[src/hw/rtl/psl_pkg.sv]
// Shared types, constants and helper functions for the positional stereo level unit.
// No dependencies; every other file refers to this package by scoped names.
package psl_pkg;

    localparam int COORD_BITS    = 24;
    localparam int CORDIC_STAGES = 16;
    localparam int DIFF_W        = COORD_BITS + 1;
    localparam int RANGE_W       = 23;
    localparam int PAN_CFG_W     = 8;
    localparam int MAG_W         = (DIFF_W > RANGE_W) ? DIFF_W : RANGE_W;
    localparam int PSQ_W         = 2 * RANGE_W;
    localparam int SQ_W          = 2 * RANGE_W + 2;
    localparam int ROOT_W        = SQ_W / 2;
    localparam int SQRT_STEPS    = ROOT_W;
    localparam int STEP_W        = 5;
    localparam int PRESCALE      = 8;
    localparam int CX_W          = RANGE_W + PRESCALE + 5;
    localparam int ANG_W         = 16;
    localparam int COS_W         = 20;
    localparam int CZ_W          = 18;
    localparam int DIV_STEPS     = 8;
    localparam int REM_W         = RANGE_W + DIV_STEPS + 1;
    localparam int ROT_CELLS     = (CORDIC_STAGES > DIV_STEPS) ? CORDIC_STAGES : DIV_STEPS;
    localparam int NEAR_SCALE    = 100;
    localparam int COS_START     = 39797;
    localparam int ONE_Q16       = 65536;
    localparam int CQ_W          = 18;
    localparam int CM_W          = 19;
    localparam int PROD_W        = 28;
    localparam int PAN_W         = 11;
    localparam int SUM_W         = 12;
    localparam int LP_W          = 21;
    localparam int NEARV_W       = 7;
    localparam int VOL_W         = 7;
    localparam int CUE_W         = 16;
    localparam int CFG_IDX_W     = 3;

    localparam logic signed [CZ_W-1:0] QUARTER_TURN = 16384;
    localparam logic signed [CZ_W-1:0] HALF_TURN    = 32768;
    localparam logic [ANG_W-1:0]       HALF_TURN_U  = 16'h8000;

    typedef enum logic [CFG_IDX_W-1:0] {
        REG_AUDIBLE_RANGE = 3'd0,
        REG_NEAR_FIELD    = 3'd1,
        REG_PAN_DEAD_ZONE = 3'd2,
        REG_PAN_SWING     = 3'd3,
        REG_PAN_CENTRE    = 3'd4
    } reg_index_t;

    typedef struct packed {
        logic [RANGE_W-1:0]   audible_range;
        logic [RANGE_W-1:0]   near_field;
        logic [RANGE_W-1:0]   pan_dead_zone;
        logic [PAN_CFG_W-1:0] pan_swing;
        logic [PAN_CFG_W-1:0] pan_centre;
    } cfg_t;

    typedef struct packed {
        logic [CUE_W-1:0]       cue;
        logic [ANG_W-1:0]       yaw;
        logic                   out;
        logic [SQ_W-1:0]        sq_rem;
        logic [SQ_W-1:0]        sq_root;
        logic [SQ_W-1:0]        fl_rem;
        logic [SQ_W-1:0]        fl_root;
        logic signed [CX_W-1:0] cx;
        logic signed [CX_W-1:0] cy;
        logic [ANG_W-1:0]       acc;
    } root_item_t;

    typedef struct packed {
        logic [CUE_W-1:0]        cue;
        logic                    out;
        logic [REM_W-1:0]        lv_rem;
        logic [DIV_STEPS-1:0]    lv_q;
        logic [REM_W-1:0]        nr_rem;
        logic [DIV_STEPS-1:0]    nr_q;
        logic                    near_ok;
        logic                    pan_on;
        logic                    neg;
        logic                    cneg;
        logic signed [COS_W-1:0] cx;
        logic signed [COS_W-1:0] cy;
        logic signed [CZ_W-1:0]  cz;
    } rot_item_t;

    function automatic logic [ANG_W-1:0] angle_tab(input logic [STEP_W-1:0] i);
        logic [ANG_W-1:0] a;
        unique case (i)
            5'd0:    a = 16'd8192;
            5'd1:    a = 16'd4836;
            5'd2:    a = 16'd2555;
            5'd3:    a = 16'd1297;
            5'd4:    a = 16'd651;
            5'd5:    a = 16'd326;
            5'd6:    a = 16'd163;
            5'd7:    a = 16'd81;
            5'd8:    a = 16'd41;
            5'd9:    a = 16'd20;
            5'd10:   a = 16'd10;
            5'd11:   a = 16'd5;
            5'd12:   a = 16'd3;
            5'd13:   a = 16'd1;
            5'd14:   a = 16'd1;
            default: a = 16'd0;
        endcase
        return a;
    endfunction

    function automatic rot_item_t rot_prep(input root_item_t a, input cfg_t c);
        logic [ROOT_W-1:0]      d;
        logic [ROOT_W-1:0]      flat;
        logic [ANG_W-1:0]       rel;
        logic [ANG_W-1:0]       phi;
        logic signed [CZ_W-1:0] z;
        rot_item_t              o;
        d         = a.sq_root[ROOT_W-1:0];
        flat      = a.fl_root[ROOT_W-1:0];
        o.cue     = a.cue;
        o.out     = a.out;
        o.lv_rem  = REM_W'(c.audible_range - d[RANGE_W-1:0]) << (DIV_STEPS - 1);
        o.lv_q    = '0;
        o.near_ok = (c.near_field != '0) && (flat < ROOT_W'(c.near_field));
        o.nr_rem  = o.near_ok ?
                    REM_W'(c.near_field - flat[RANGE_W-1:0]) * REM_W'(NEAR_SCALE) : '0;
        o.nr_q    = '0;
        o.pan_on  = flat > ROOT_W'(c.pan_dead_zone);
        rel       = a.acc - a.yaw;
        o.neg     = (rel != '0) && !rel[ANG_W-1];
        phi       = {rel[ANG_W-2:0], 1'b0};
        z         = CZ_W'($signed(phi));
        o.cneg    = 1'b0;
        if (z > QUARTER_TURN)
        begin
            z      = z - HALF_TURN;
            o.cneg = 1'b1;
        end
        else if (z < -QUARTER_TURN)
        begin
            z      = z + HALF_TURN;
            o.cneg = 1'b1;
        end
        o.cx = COS_W'(COS_START);
        o.cy = '0;
        o.cz = z;
        return o;
    endfunction

endpackage

[src/hw/rtl/psl_back.sv]
// Back stages: pan term, left and right scaling, near-field floor and clamp.
// Depends on psl_pkg.
module psl_back (
    input  logic                           clk,
    input  logic                           rst_n,
    input  logic                           in_valid,
    output logic                           in_ready,
    input  psl_pkg::rot_item_t             in_item,
    input  logic [psl_pkg::PAN_CFG_W-1:0]  pan_swing,
    input  logic [psl_pkg::PAN_CFG_W-1:0]  pan_centre,
    output logic                           out_valid,
    input  logic                           out_ready,
    output logic [psl_pkg::CUE_W-1:0]      cue_out,
    output logic                           in_range,
    output logic [psl_pkg::VOL_W-1:0]      volume_left,
    output logic [psl_pkg::VOL_W-1:0]      volume_right
);

    logic v1_reg, v2_reg, v3_reg;
    logic rdy1, rdy2, rdy3;

    logic [psl_pkg::CUE_W-1:0]          cue1_reg, cue2_reg, cue3_reg;
    logic                               out1_reg, out2_reg, out3_reg;
    logic signed [psl_pkg::PROD_W-1:0]  prod1_reg;
    logic [psl_pkg::DIV_STEPS-1:0]      level1_reg;
    logic [psl_pkg::NEARV_W-1:0]        nearv1_reg, nearv2_reg;
    logic                               pan_on1_reg, neg1_reg;
    logic signed [psl_pkg::LP_W-1:0]    lp2_reg, rp2_reg;
    logic [psl_pkg::VOL_W-1:0]          vl3_reg, vr3_reg;

    logic signed [psl_pkg::COS_W:0]     xn;
    logic signed [psl_pkg::CQ_W-1:0]    cq;
    logic signed [psl_pkg::CM_W-1:0]    cm;
    logic signed [psl_pkg::PROD_W-1:0]  prod_next;
    logic [psl_pkg::DIV_STEPS-1:0]      nmin;
    logic [psl_pkg::NEARV_W-1:0]        nearv_next;
    logic signed [psl_pkg::PROD_W-1:0]  pos;
    logic signed [psl_pkg::PAN_W-1:0]   pm, pan;
    logic signed [psl_pkg::SUM_W-1:0]   lsum, rsum;
    logic signed [psl_pkg::LP_W-1:0]    lp_next, rp_next, lvl_s;
    logic signed [psl_pkg::LP_W-1:0]    lside, rside, nv;
    logic [psl_pkg::VOL_W-1:0]          vl_next, vr_next;

    assign rdy3         = !v3_reg || out_ready;
    assign rdy2         = !v2_reg || rdy3;
    assign rdy1         = !v1_reg || rdy2;
    assign in_ready     = rdy1;
    assign out_valid    = v3_reg;
    assign cue_out      = cue3_reg;
    assign in_range     = !out3_reg;
    assign volume_left  = vl3_reg;
    assign volume_right = vr3_reg;

    always_comb
    begin
        xn = in_item.cneg ? -(psl_pkg::COS_W + 1)'(in_item.cx)
                          : (psl_pkg::COS_W + 1)'(in_item.cx);
        if (xn > (psl_pkg::COS_W + 1)'(psl_pkg::ONE_Q16))
        begin
            cq = psl_pkg::CQ_W'(psl_pkg::ONE_Q16);
        end
        else if (xn < -(psl_pkg::COS_W + 1)'(psl_pkg::ONE_Q16))
        begin
            cq = -psl_pkg::CQ_W'(psl_pkg::ONE_Q16);
        end
        else
        begin
            cq = psl_pkg::CQ_W'(xn);
        end
        cm        = psl_pkg::CM_W'(cq) - psl_pkg::CM_W'(psl_pkg::ONE_Q16);
        prod_next = psl_pkg::PROD_W'(cm) * psl_pkg::PROD_W'($signed({1'b0, pan_swing}));
        nmin      = (in_item.nr_q < in_item.lv_q) ? in_item.nr_q : in_item.lv_q;
        nearv_next = in_item.near_ok ? psl_pkg::NEARV_W'(nmin) : '0;
    end

    always_comb
    begin
        pos     = -prod1_reg;
        pm      = psl_pkg::PAN_W'(pos >> 16);
        if (!pan_on1_reg)
        begin
            pan = '0;
        end
        else if (neg1_reg)
        begin
            pan = pm;
        end
        else
        begin
            pan = -pm;
        end
        lsum    = psl_pkg::SUM_W'($signed({1'b0, pan_centre})) + psl_pkg::SUM_W'(pan);
        rsum    = psl_pkg::SUM_W'($signed({1'b0, pan_centre})) - psl_pkg::SUM_W'(pan);
        lvl_s   = psl_pkg::LP_W'($signed({1'b0, level1_reg}));
        lp_next = psl_pkg::LP_W'(lsum) * lvl_s;
        rp_next = psl_pkg::LP_W'(rsum) * lvl_s;
    end

    always_comb
    begin
        lside = lp2_reg[psl_pkg::LP_W-1] ? -((-lp2_reg) >>> 7) : (lp2_reg >>> 7);
        rside = rp2_reg[psl_pkg::LP_W-1] ? -((-rp2_reg) >>> 7) : (rp2_reg >>> 7);
        nv    = psl_pkg::LP_W'($signed({1'b0, nearv2_reg}));
        if (nv <= lside)
        begin
            vl_next = (lside > psl_pkg::LP_W'(127)) ? psl_pkg::VOL_W'(127)
                                                     : lside[psl_pkg::VOL_W-1:0];
        end
        else
        begin
            vl_next = nearv2_reg;
        end
        if (nv <= rside)
        begin
            vr_next = (rside > psl_pkg::LP_W'(127)) ? psl_pkg::VOL_W'(127)
                                                     : rside[psl_pkg::VOL_W-1:0];
        end
        else
        begin
            vr_next = nearv2_reg;
        end
        if (out2_reg)
        begin
            vl_next = '0;
            vr_next = '0;
        end
    end

    always_ff @(posedge clk or negedge rst_n)
    begin
        if (!rst_n)
        begin
            v1_reg <= 1'b0;
            v2_reg <= 1'b0;
            v3_reg <= 1'b0;
        end
        else
        begin
            if (rdy1)
            begin
                v1_reg <= in_valid;
            end
            if (rdy2)
            begin
                v2_reg <= v1_reg;
            end
            if (rdy3)
            begin
                v3_reg <= v2_reg;
            end
        end
    end

    always_ff @(posedge clk)
    begin
        if (in_valid && rdy1)
        begin
            cue1_reg    <= in_item.cue;
            out1_reg    <= in_item.out;
            prod1_reg   <= prod_next;
            level1_reg  <= in_item.lv_q;
            nearv1_reg  <= nearv_next;
            pan_on1_reg <= in_item.pan_on;
            neg1_reg    <= in_item.neg;
        end
        if (v1_reg && rdy2)
        begin
            cue2_reg   <= cue1_reg;
            out2_reg   <= out1_reg;
            nearv2_reg <= nearv1_reg;
            lp2_reg    <= lp_next;
            rp2_reg    <= rp_next;
        end
        if (v2_reg && rdy3)
        begin
            cue3_reg <= cue2_reg;
            out3_reg <= out2_reg;
            vl3_reg  <= vl_next;
            vr3_reg  <= vr_next;
        end
    end

endmodule

[config.mk]
export PLATFORM = sky130hd
export DESIGN_NAME = psl_back
export DESIGN_NICKNAME = d
export VERILOG_FILES = /design/src/hw/rtl/psl_pkg.sv /design/src/hw/rtl/psl_back.sv
export SDC_FILE = /design/constraint.sdc
export NUM_CORES = 1
export LEC_CHECK = 0
export ABC_CLOCK_PERIOD_IN_PS = 10050
export BUFFER_PORTS_ARGS = -buffer_cell sky130_fd_sc_hd__buf_2
export CORE_MARGIN = 4
export CORE_UTILIZATION = 45
export CTS_CLUSTER_SIZE = 10
export DETAILED_ROUTE_END_ITERATION = 7
export GPL_TIMING_DRIVEN = 0
export PLACE_DENSITY_LB_ADDON = 0.2
export SYNTH_ARGS = -nofsm -noshare
export SYNTH_HDL_FRONTEND = slang
export SYNTH_SLANG_ARGS = --single-unit
[constraint.sdc]
create_clock -name clk -period 10.05 [get_ports clk]
set_input_delay 1.005 -clock clk [delete_from_list [all_inputs] [get_ports clk]]
set_output_delay 1.005 -clock clk [all_outputs]
set_load 0.05 [all_outputs]
==> summary.txt <==
STA
  • Final worst path period share: 91.9%
  • Unrepaired setup endpoints after global routing: false
  • Final hold vios: 0
  • Skew final: 16.8 ps
  • Minimum clock period: 9230 ps
  • Worst Hold Slack: 340 ps
  • Max Slew Vio Count: 0
  • Final TNS setup: 0 ps
  • Worst-margin pin slew: 983 ps
  • Setup violators final: 0
  • Slew Limit Headroom: 33.4%
  • Peak Freq: 108 MHz

Setup path
  • CP max stage cell: fa_1
  • Worst Setup Start Kind: register
  • Crit path max-delay family: adder cells
  • CP max stage delay: 530 ps
  • Arrival time at the worst endpoint: 9420 ps
  • Critical path endpoint category: register
  • WP data required: 10,230 ps
  • Critical setup path kind: reg -> reg
  • CP max FO: 9
  • Buf+Inv Stages, Crit Path: 4

Die
  • Initial core utilization: 45.8%
  • Row Count: 78
  • Die area: 0.0500 mm^2
  • IO Count: 212
  • Core Box Area: 0.0457 mm^2
  • Chip Height: 224 um
  • Die X: 224 um

Synth
  • Main synth FF type: edfxtp_1
  • Post-synth cell types: 71
  • Syn Nets: 2,819
  • Synth async-reset ratio: 1.88%
  • Number of synthesized register bits: 160
  • Sequential element share of the synthesized area: 22.9%
  • Post-Syn Area: 0.0209 mm^2
  • Syn. warnings: 0
  • Syn Inst Count: 2,181
  • Syn avg cell area: 9.59 um^2
  • Post-synth EDFFs: 157

Placement
  • Port Buffers: 105
  • Placer Congestion: 0.882
  • Post-DP Area: 0.0222 mm^2
  • DP HPWL: 37.5 mm

Finish
  • Diode count: 0
  • Max reg flops: 27
  • Finished Cell Area: 0.0228 mm^2
  • Final #Nets: 2,943
  • Fillers: 4,231
  • Most common cell after layout, fill and taps aside: inv_1
  • Commonest cells after routing, fill and taps aside: inv_1 (442), fa_1 (275), ha_1 (184)
  • Area Overhead vs Synth: 9.06%
  • Share of cells above drive strength 1: 7.72%

Clocking
  • Worst-path clk slew: 70 ps
  • CTS tree: built
  • CTS Buffer Depth: 2
  • CTS buffer count: 17
  • Later-pin clock latency in the skew report: 450 ps
  • # clock sinks: 160
  • H-tree levels: 4
  • Root Driver: clkbuf_16

Route
  • Drt wl/cell: 15.6 um
  • Vias: 15,200
  • First-pass DRT Iterations: 5
  • Total wire length: 45.6 mm
  • Routed Antenna Nets: 0
  • DRC: 0
  • Vias/cell: 5.20
  • Violation count after the first detailed-route iteration: 621

Min path
  • Hold WC Path Type: in -> async

Run
  • Max cap viols: 0

Global routing
  • Vias in the first global route: 16,000
  • Tot GR Track Use: 18.7%
  • GRT overflow: 0
  • Global-route wire length before repair: 76.9 mm
  • Largest net degree at the start of global routing: 66
  • Initial antenna violation count: 1

Status
  • Status: finished clean
[area by class of cell]
cell class / count / area (um^2) / share of cell area [%]
clock inverter: 15 / 160 / 0.702
inverter: 442 / 1660 / 7.27
clock buffer: 17 / 425 / 1.86
sequential: 160 / 4790 / 21.0
tap: 600 / 751 / 3.29
buffer: 57 / 287 / 1.26
multi-input combinational: 1522 / 14200 / 62.3
timing repair buffer: 105 / 526 / 2.30
[Yosys cell counts (4+ instances only)]
cell | instances | area, um^2
clkbuf_1 | 41 | 154
a31oi_1 | 12 | 75.1
a211o_1 | 5 | 43.8
nor2b_1 | 38 | 238
nor3_1 | 25 | 125
nand4_1 | 10 | 62.6
xor2_1 | 27 | 236
and2_1 | 104 | 651
buf_6 | 6 | 67.6
a211oi_1 | 14 | 105
and4_1 | 6 | 52.6
a21o_1 | 13 | 97.6
a21boi_0 | 4 | 30.0
nand2_1 | 148 | 556
o21bai_1 | 8 | 60.1
o21ai_0 | 55 | 275
mux2i_1 | 9 | 90.1
nand2b_1 | 25 | 156
o21a_1 | 15 | 113
o31a_1 | 5 | 43.8
buf_4 | 7 | 52.6
fa_1 | 275 | 5510
inv_1 | 442 | 1660
xnor2_1 | 91 | 797
or2_2 | 8 | 50.1
ha_1 | 184 | 2300
and3_1 | 79 | 494
nor2_1 | 85 | 319
o31ai_1 | 10 | 75.1
or3_1 | 15 | 93.8
nand3_1 | 100 | 500
edfxtp_1 | 157 | 4710
nor4_1 | 21 | 131
o211ai_1 | 10 | 75.1
a21oi_1 | 64 | 320
nand3b_1 | 6 | 45.0
[routing by layer]
| metal | vias up | global-route usage (%) | routed length, um |
|---|---|---|---|
| li1 | 7381 | - | - |
| met1 | 7435 | 22.9 | 19000 |
| met2 | 290 | 34.2 | 23600 |
| met3 | 69 | 2.21 | 1630 |
| met4 | 0 | 6.38 | 1410 |
| met5 | - | 0 | 0 |
[worst reg2reg max path: cells and delay by family (launching register included)]
kind / cells / cell delay [ps]
buf+inv: 4 / 200
xor+xnor: 4 / 820
simple gates: 10 / 2300
flops: 1 / 360
compound gates: 9 / 2210
fa+ha+maj: 7 / 3060
[path summary, 6_finish.rpt]
kind / startpoint / to / slack, ps / cells past startpoint
worst max-delay path: prod1_reg[4] / rp2_reg[19] / 820 / 34
worst min-delay path: rst_n / out_valid / 340 / 1
worst min register to register: nearv1_reg[6] / nearv2_reg[6] / 420 / 0
max in group asynchronous: rst_n / v2_reg / 9600 / 1
min in group clk: nearv1_reg[6] / nearv2_reg[6] / 420 / 0
worst max register to register: prod1_reg[4] / rp2_reg[19] / 820 / 34
[timing repair]
| item | 4_1_cts | 5_1_grt |
|---|---|---|
| hold endpoints to repair | 0 | 0 |
| hold buffers | 0 | 0 |
| setup endpoints to repair | 0 | 6 |
| gates resized for setup | 0 | 4 |
| buffers inserted | 0 | 0 |
[metrics by stage]
| stage | worst slack (ps) | std cells | util (%) |
|---|---|---|---|
| after floorplan | 1740 | 2181 | - |
| after global placement | 524 | 2886 | 48.6 |
| after detailed placement | 470 | 2886 | 48.6 |
| after CTS | 434 | 2918 | 49.9 |
| after global routing | 24.9 | 2918 | 50.0 |
| final | 817 | 2918 | 50.0 |
[cells by family (layout without fill, tap and decap cells)]
kind of cell | after synthesis | after routing | synth area share, %
and+or+nand+nor | 683 | 683 | 17.2
buffers and inverters | 499 | 636 | 9.30
adders and majority gates | 459 | 459 | 37.3
AOI/OAI and AO/OA | 252 | 252 | 7.88
DFF | 160 | 160 | 22.9
xor gates and xnor gates | 118 | 118 | 4.94
muxes | 10 | 10 | 0.484
Power is not shown: default switching activity piles up to over one toggle a cycle in this logic, so the estimate is an artifact.
